**config.mk**
```make
export PLATFORM = sky130hd
export DESIGN_NAME = sorted_ready_queue
export DESIGN_NICKNAME = d
export VERILOG_FILES = /design/src/srq_pkg.sv /design/src/sorted_ready_queue.sv /design/src/srq_cell.sv
export SDC_FILE = /design/constraint.sdc
export NUM_CORES = 2
export LEC_CHECK = 0
export BUFFER_PORTS_ARGS = -buffer_cell sky130_fd_sc_hd__buf_4
export CORE_MARGIN = 1
export CORE_UTILIZATION = 32
export CTS_BUF_LIST = sky130_fd_sc_hd__clkbuf_4 sky130_fd_sc_hd__clkbuf_8
export DETAILED_ROUTE_END_ITERATION = 16
export HOLD_SLACK_MARGIN = 0.02
export SLEW_MARGIN = 15
export SYNTH_ARGS = -nofsm -noshare
export SYNTH_HDL_FRONTEND = slang
export SYNTH_SLANG_ARGS = --single-unit
```
**constraint.sdc**
```tcl
create_clock -name clk -period 8.4 [get_ports clk]
set_clock_uncertainty 0.1 [all_clocks]
set_input_delay 1.26 -clock clk [delete_from_list [all_inputs] [get_ports clk]]
set_output_delay 1.26 -clock clk [all_outputs]
set_load 0.01 [all_outputs]
```
**src/srq_pkg.sv**
```systemverilog
package srq_pkg;

    // Default sizes of the queue
    localparam int DEPTH_DEFAULT    = 16;
    localparam int ID_BITS_DEFAULT  = 8;
    localparam int KEY_BITS_DEFAULT = 32;

    // Command codes
    localparam logic [1:0] CMD_INSERT = 2'd0;
    localparam logic [1:0] CMD_POP    = 2'd1;
    localparam logic [1:0] CMD_ERASE  = 2'd2;

    // Status codes
    localparam logic [1:0] ST_OK        = 2'd0;
    localparam logic [1:0] ST_EMPTY     = 2'd1;
    localparam logic [1:0] ST_FULL      = 2'd2;
    localparam logic [1:0] ST_NOT_FOUND = 2'd3;

    // Request payload
    typedef struct packed {
        logic [1:0]  cmd;
        logic [7:0]  entity_id;
        logic [31:0] run_key;
    } srq_req_t;

    // Response payload
    typedef struct packed {
        logic [1:0]  status;
        logic [7:0]  out_id;
        logic [31:0] out_key;
        logic [4:0]  occupancy;
    } srq_rsp_t;

    // Action broadcast to every cell
    typedef enum logic [1:0] {
        ACT_HOLD,
        ACT_INSERT,
        ACT_POP,
        ACT_ERASE
    } srq_act_t;

    // Flags handed from one cell to the next one toward the tail
    typedef struct packed {
        logic lt;    // this cell holds a valid key below the new key
        logic seen;  // a matching id was found at or ahead of this cell
    } srq_link_t;

endpackage

```
**src/sorted_ready_queue.sv**
```systemverilog
// Channel  Signals                    Direction  Payload
// request  req_valid, req_stall, req  in         cmd, entity_id, run_key
// response rsp_valid, rsp_stall, rsp  out        status, out_id, out_key, occupancy
//
// Each request is first registered; then every cell of the compare-and-shift
// chain compares and moves its entry at once.
// Requests are taken one at a time; a waiting response does not block the
// next request from being registered, only its execution.
// Reset clears the entry count and the handshake state; entry contents are
// left as they are and never read above the count.
module sorted_ready_queue #(
    parameter int DEPTH    = srq_pkg::DEPTH_DEFAULT,
    parameter int ID_BITS  = srq_pkg::ID_BITS_DEFAULT,
    parameter int KEY_BITS = srq_pkg::KEY_BITS_DEFAULT
) (
    input  logic              clk,
    input  logic              rst_n,
    input  logic              req_valid,
    output logic              req_stall,
    input  srq_pkg::srq_req_t req,
    output logic              rsp_valid,
    input  logic              rsp_stall,
    output srq_pkg::srq_rsp_t rsp
);

    localparam int CNT_BITS = $clog2(DEPTH + 1);

    srq_pkg::srq_req_t   req_reg;
    logic                busy_reg;
    logic                rsp_valid_reg;
    srq_pkg::srq_rsp_t   rsp_reg;
    srq_pkg::srq_rsp_t   rsp_next;
    logic [CNT_BITS-1:0] count_reg;
    logic [CNT_BITS-1:0] count_next;

    logic                exec;
    srq_pkg::srq_act_t   act;
    logic [ID_BITS-1:0]  new_id;
    logic [KEY_BITS-1:0] new_key;
    logic                full;
    logic                empty;

    logic [ID_BITS-1:0]  cell_id  [DEPTH];
    logic [KEY_BITS-1:0] cell_key [DEPTH];
    logic [ID_BITS-1:0]  cell_hid [DEPTH];
    logic [KEY_BITS-1:0] cell_hkey[DEPTH];
    srq_pkg::srq_link_t  link     [DEPTH+1];
    logic [ID_BITS-1:0]  hit_id;
    logic [KEY_BITS-1:0] hit_key;

    assign req_stall = busy_reg;
    assign rsp_valid = rsp_valid_reg;
    assign rsp       = rsp_reg;

    // Execute the held request once the response register is free
    assign exec    = busy_reg && (!rsp_valid_reg || !rsp_stall);
    assign new_id  = ID_BITS'(req_reg.entity_id);
    assign new_key = KEY_BITS'(req_reg.run_key);
    assign full    = count_reg == CNT_BITS'(DEPTH);
    assign empty   = count_reg == '0;

    // Head of the chain: insert position starts at cell zero, no match yet
    assign link[0].lt   = 1'b1;
    assign link[0].seen = 1'b0;

    // Decide what the cells do
    always_comb
    begin
        act = srq_pkg::ACT_HOLD;
        if (exec)
        begin
            case (req_reg.cmd)
                srq_pkg::CMD_INSERT: act = full ? srq_pkg::ACT_HOLD : srq_pkg::ACT_INSERT;
                srq_pkg::CMD_POP:    act = empty ? srq_pkg::ACT_HOLD : srq_pkg::ACT_POP;
                srq_pkg::CMD_ERASE:  act = srq_pkg::ACT_ERASE;
                default:             act = srq_pkg::ACT_HOLD;
            endcase
        end
    end

    // Build the chain of cells
    for (genvar i = 0; i < DEPTH; i++)
    begin : g_cell
        logic [ID_BITS-1:0]  left_id;
        logic [KEY_BITS-1:0] left_key;
        logic [ID_BITS-1:0]  right_id;
        logic [KEY_BITS-1:0] right_key;

        if (i == 0)
        begin : g_head
            assign left_id  = new_id;
            assign left_key = new_key;
        end
        else
        begin : g_mid
            assign left_id  = cell_id[i-1];
            assign left_key = cell_key[i-1];
        end

        if (i == DEPTH - 1)
        begin : g_tail
            assign right_id  = cell_id[i];
            assign right_key = cell_key[i];
        end
        else
        begin : g_body
            assign right_id  = cell_id[i+1];
            assign right_key = cell_key[i+1];
        end

        srq_cell #(
            .INDEX    (i),
            .ID_BITS  (ID_BITS),
            .KEY_BITS (KEY_BITS),
            .CNT_BITS (CNT_BITS)
        ) u_cell (
            .clk       (clk),
            .act       (act),
            .count     (count_reg),
            .new_id    (new_id),
            .new_key   (new_key),
            .left_id   (left_id),
            .left_key  (left_key),
            .right_id  (right_id),
            .right_key (right_key),
            .link_in   (link[i]),
            .link_out  (link[i+1]),
            .id        (cell_id[i]),
            .key       (cell_key[i]),
            .hit_id    (cell_hid[i]),
            .hit_key   (cell_hkey[i])
        );
    end

    // Gather the erased entry; at most one cell reports a hit
    always_comb
    begin
        hit_id  = '0;
        hit_key = '0;
        for (int j = 0; j < DEPTH; j++)
        begin
            hit_id  = hit_id | cell_hid[j];
            hit_key = hit_key | cell_hkey[j];
        end
    end

    // Form the response and the new count
    always_comb
    begin
        count_next       = count_reg;
        rsp_next.status  = srq_pkg::ST_OK;
        rsp_next.out_id  = '0;
        rsp_next.out_key = '0;
        case (req_reg.cmd)
            srq_pkg::CMD_INSERT:
            begin
                if (full)
                    rsp_next.status = srq_pkg::ST_FULL;
                else
                    count_next = count_reg + 1'b1;
            end
            srq_pkg::CMD_POP:
            begin
                if (empty)
                    rsp_next.status = srq_pkg::ST_EMPTY;
                else
                begin
                    count_next       = count_reg - 1'b1;
                    rsp_next.out_id  = 8'(cell_id[0]);
                    rsp_next.out_key = 32'(cell_key[0]);
                end
            end
            srq_pkg::CMD_ERASE:
            begin
                if (link[DEPTH].seen)
                begin
                    count_next       = count_reg - 1'b1;
                    rsp_next.out_id  = 8'(hit_id);
                    rsp_next.out_key = 32'(hit_key);
                end
                else
                    rsp_next.status = srq_pkg::ST_NOT_FOUND;
            end
            default:
            begin
                count_next = count_reg;
            end
        endcase
        rsp_next.occupancy = 5'(count_next);
    end

    // Hold the request until it executes, and register the response
    always_ff @(posedge clk)
    begin
        if (req_valid && !req_stall)
            req_reg <= req;
        if (exec)
            rsp_reg <= rsp_next;
    end

    // Advance handshake state and count
    always_ff @(posedge clk or negedge rst_n)
    begin
        if (!rst_n)
        begin
            busy_reg      <= 1'b0;
            rsp_valid_reg <= 1'b0;
            count_reg     <= '0;
        end
        else
        begin
            if (req_valid && !req_stall)
                busy_reg <= 1'b1;
            else if (exec)
                busy_reg <= 1'b0;

            if (exec)
            begin
                rsp_valid_reg <= 1'b1;
                count_reg     <= count_next;
            end
            else if (!rsp_stall)
                rsp_valid_reg <= 1'b0;
        end
    end

endmodule

```
**src/srq_cell.sv**
```systemverilog
module srq_cell #(
    parameter int INDEX    = 0,
    parameter int ID_BITS  = srq_pkg::ID_BITS_DEFAULT,
    parameter int KEY_BITS = srq_pkg::KEY_BITS_DEFAULT,
    parameter int CNT_BITS = 5
) (
    input  logic                clk,
    input  srq_pkg::srq_act_t   act,
    input  logic [CNT_BITS-1:0] count,
    input  logic [ID_BITS-1:0]  new_id,
    input  logic [KEY_BITS-1:0] new_key,
    input  logic [ID_BITS-1:0]  left_id,
    input  logic [KEY_BITS-1:0] left_key,
    input  logic [ID_BITS-1:0]  right_id,
    input  logic [KEY_BITS-1:0] right_key,
    input  srq_pkg::srq_link_t  link_in,
    output srq_pkg::srq_link_t  link_out,
    output logic [ID_BITS-1:0]  id,
    output logic [KEY_BITS-1:0] key,
    output logic [ID_BITS-1:0]  hit_id,
    output logic [KEY_BITS-1:0] hit_key
);

    logic [ID_BITS-1:0]  id_reg;
    logic [KEY_BITS-1:0] key_reg;
    logic [ID_BITS-1:0]  id_next;
    logic [KEY_BITS-1:0] key_next;
    logic                valid;
    logic                lt;
    logic                hit;

    // Compare own entry against the request
    always_comb
    begin
        valid         = CNT_BITS'(INDEX) < count;
        lt            = valid && (key_reg < new_key);
        hit           = valid && !link_in.seen && (id_reg == new_id);
        link_out.lt   = lt;
        link_out.seen = link_in.seen || hit;
        hit_id        = hit ? id_reg : '0;
        hit_key       = hit ? key_reg : '0;
    end

    // Pick the next entry: hold, load the new one, or shift from a neighbor
    always_comb
    begin
        id_next  = id_reg;
        key_next = key_reg;
        case (act)
            srq_pkg::ACT_INSERT:
            begin
                if (lt)
                begin
                    id_next  = id_reg;
                    key_next = key_reg;
                end
                else if (link_in.lt)
                begin
                    id_next  = new_id;
                    key_next = new_key;
                end
                else
                begin
                    id_next  = left_id;
                    key_next = left_key;
                end
            end
            srq_pkg::ACT_POP:
            begin
                id_next  = right_id;
                key_next = right_key;
            end
            srq_pkg::ACT_ERASE:
            begin
                if (link_in.seen || hit)
                begin
                    id_next  = right_id;
                    key_next = right_key;
                end
            end
            default:
            begin
                id_next  = id_reg;
                key_next = key_reg;
            end
        endcase
    end

    // Hold the entry
    always_ff @(posedge clk)
    begin
        id_reg  <= id_next;
        key_reg <= key_next;
    end

    assign id  = id_reg;
    assign key = key_reg;

endmodule
```
==> results.py <==
metrics = {
    "outcome": {
        "outcome": "finished, final reports clean",
    },
    "floorplanning": {
        "top_level_ports": 95,
        "die_w_um": 417,
        "die_h_um": 417,
        "dieArea_um2": 174000,
        "rows": 152,
        "core_area_um2": 171000,
        "initial_core_util_pct": 32.2,
    },
    "route": {
        "ant_nets": 0,
        "drt-initial-drc-count": 9306,
        "dr.pass1.iters": 7,
        "drt-total-wl_um": 276000,
        "num_vias": 54557,
        "wire_per_inst_um": 33.5,
        "drc_errors": 0,
        "post_drt_via_cell_ratio": 6.60,
    },
    "power": {
        "p_seq_share_pct": 33.0,
        "p_switching_w": 0.0123,
        "netSwitchingFraction_pct": 49.8,
        "p_int_w": 0.0124,
        "clockPowerShare_pct": 15.8,
        "p_per_area_nw_per_um2": 403,
        "power_w": 0.0247,
        "peakVddDrop_mv": 0.299,
        "p_leak_nw": 22.3,
        "p_comb_share_pct": 51.2,
    },
    "worst_setup_path": {
        "critPathKind": "reg2reg",
        "crit_path_max_incr_delay_ns": 0.83,
        "crit_top_cell": "buf_4",
        "reg2reg_depth": 10,
        "critPathMaxFanout": 23,
        "cpMaxStageDelayCell": "or4_4",
        "cp-start-kind": "flop",
        "worstPathArrival_ns": 6.56,
        "crit_buf_inv": 2,
        "cp_top_family": "simple AND/OR/NAND/NOR gates",
        "crit_cells": 10,
        "worstPathCellList": "or3_1 -> nor2_1 -> nor3_2 -> buf_4 -> or4_4 -> or3_4 -> nor2_4 -> buf_4 -> a221oi_1 -> a311oi_1",
        "end_kind": "flop",
        "worstPathRequired_ns": 8.99,
    },
    "cts": {
        "root_buffer": "clkbuf_8",
        "clk_latency_ns": 0.97,
        "clock_sinks": 736,
        "cts.path.max_buffers": 3,
        "ctsResizeCount": 0,
        "cts_inserted_buffers": 146,
        "clk_pin_slew_ns": 0.06,
        "tritoncts": "built",
        "htree_levels": 4,
    },
    "sta": {
        "setup_violations": 0,
        "drv_slew": 0,
        "fmax_ghz": 0.167,
        "period_minus_slack_ns": 5.98,
        "timing.setup.tns_ns": 0,
        "fin_crit_sh_pct": 71.1,
        "rsz0062_at_grt": "false",
        "timing.final.ws_setup_ns": 2.42,
        "tightest_slew_ns": 1.26,
        "hold_viol": 0,
        "slew_headroom_pct": 13.6,
    },
    "finish": {
        "nets": 6382,
        "final_cells": 8262,
        "utilization_pct": 35.8,
        "largest_reg_flops": 512,
        "final_layout_size_suffix_gt1_share_pct": 11.1,
        "syn_to_final_growth_pct": 11.1,
    },
    "logic_synthesis": {
        "synth-seq-cells": 736,
        "syn-num-nets": 6529,
        "synth_edf_count": 729,
        "synthFlopType": "edfxtp_1",
        "yosys.area.top_type": "edfxtp_1",
        "synth_warnings": 0,
        "synth_common_cells": "nand2_1, edfxtp_1, ha_1",
        "synthTopCellsByArea": "edfxtp_1, ha_1, nand2_1",
        "postSynthCellCount": 5979,
        "seq_area_frac_synth_pct": 40.0,
        "async_reset_ff_share_pct": 0.951,
        "synth.most_common_cell": "nand2_1",
        "synth.cell_area_um2": 55200,
        "synth.distinct_cells": 77,
        "avgSynthCellArea_um2": 9.23,
        "synth_top_area_share_pct": 39.7,
    },
    "placed_design": {
        "io_buffers": 94,
        "dp_cells": 7992,
        "dpl.hpwl_um": 179000,
        "place_ws_ns": 2.66,
        "gp_congestion": 1.01,
    },
    "hold_path": {
        "min_path_cells": 1,
        "hold_class": "in2reg",
    },
    "grt": {
        "grt_start_max_net_pins": 224,
        "grtUsageTotal_pct": 30.7,
        "grt_pass1_wl_um": 385000,
        "grt_pass1_vias": 50860,
        "grt-ovfl-total": 0,
        "antenna_found_initial": 11,
    },
    "run": {
        "cap_viol_max_count": 0,
    },
}
==> worst reg2reg max path: cells and delay by family, from the launching register on <==
kind / cells / cell delay [ns]
buffers and inverters: 2 / 0.89
and+or+nand+nor: 6 / 3.40
AOI/OAI and AO/OA: 2 / 0.71
DFF: 1 / 0.63
==> power by group through the flow <==
stage               registers, W  logic (W)  clock network [W]
finish                   0.00816     0.0127            0.00390
global route             0.00821     0.0133            0.00405
CTS                      0.00804     0.0122            0.00392
detailed placement       0.00810     0.0122                  0
global placement         0.00809     0.0119                  0
floorplan                0.00722    0.00769                  0
==> final timing paths <==
check / to / slack (ns) / start
max in group asynchronous: count_reg[0] / 7.49 / rst_n
worst max-delay path: rsp[31] / 2.42 / count_reg[2]
worst max register to register: rsp[31] / 2.42 / count_reg[2]
min in group asynchronous: count_reg[4] / 0.58 / rst_n
worst min register to register: rsp_valid / 0.41 / rsp_valid
worst min-delay path: g_cell[0].left_key[10] / 0.39 / req[10]
==> layout by cell type, fill, tap and decap left out, types with 54 or more instances in the layout <==
| master | count |
|---|---|
| nand2_1 | 802 |
| edfxtp_1 | 729 |
| ha_1 | 504 |
| o21ai_0 | 414 |
| a21oi_1 | 389 |
| nor3_1 | 346 |
| nand3_1 | 315 |
| nor2_1 | 289 |
| buf_4 | 234 |
| mux2i_1 | 163 |
| clkbuf_8 | 151 |
| o211ai_1 | 150 |
| a21o_1 | 124 |
| o221ai_1 | 84 |
| nand4_1 | 81 |
| xnor2_1 | 80 |
| a221oi_1 | 74 |
| a221o_1 | 69 |
| nor4_1 | 57 |
| a31oi_1 | 57 |
| a22oi_1 | 54 |
==> through the flow <==
stage	area, um^2	hold slack, ns
floorplan	55200	0.435
global placement	58400	0.397
detailed placement	58400	0.404
CTS	61300	0.325
global route	61300	0.362
finish	61300	0.387
==> timing repair <==
action | in CTS | in global routing
endpoints found under the hold margin | 7 | 0
buffers inserted | 0 | 0
hold buffers | 1 | 0
==> cells by family after synthesis <==
family                   synth area share [%]
AO/OA/AOI/OAI                            21.0
XOR/XNOR                                 2.06
adder cells (fa/ha/maj)                  11.4
buffers and inverters                    4.21
flip-flops                               40.0
multiplexers                             3.77
AND/OR/NAND/NOR                          17.5
==> layer usage <==
metal	track usage (%)	up-vias	share of wire, %
met5	0.861	-	0.099
met1	39.0	26333	38
met3	8.82	1086	13
met4	21.2	14	7.6
met2	44.5	4441	42
li1	-	22683	-
==> area by class of cell <==
type,instances,area (um^2)
multi-input combinational,4653,31400
clock inverter,61,459
sequential,736,22100
fill,17330,110000
timing repair buffer,241,1870
tap,2310,2890
clock buffer,197,2420
antenna,10,25.0
inverter,54,204
Power figures use the tool's default switching activity.
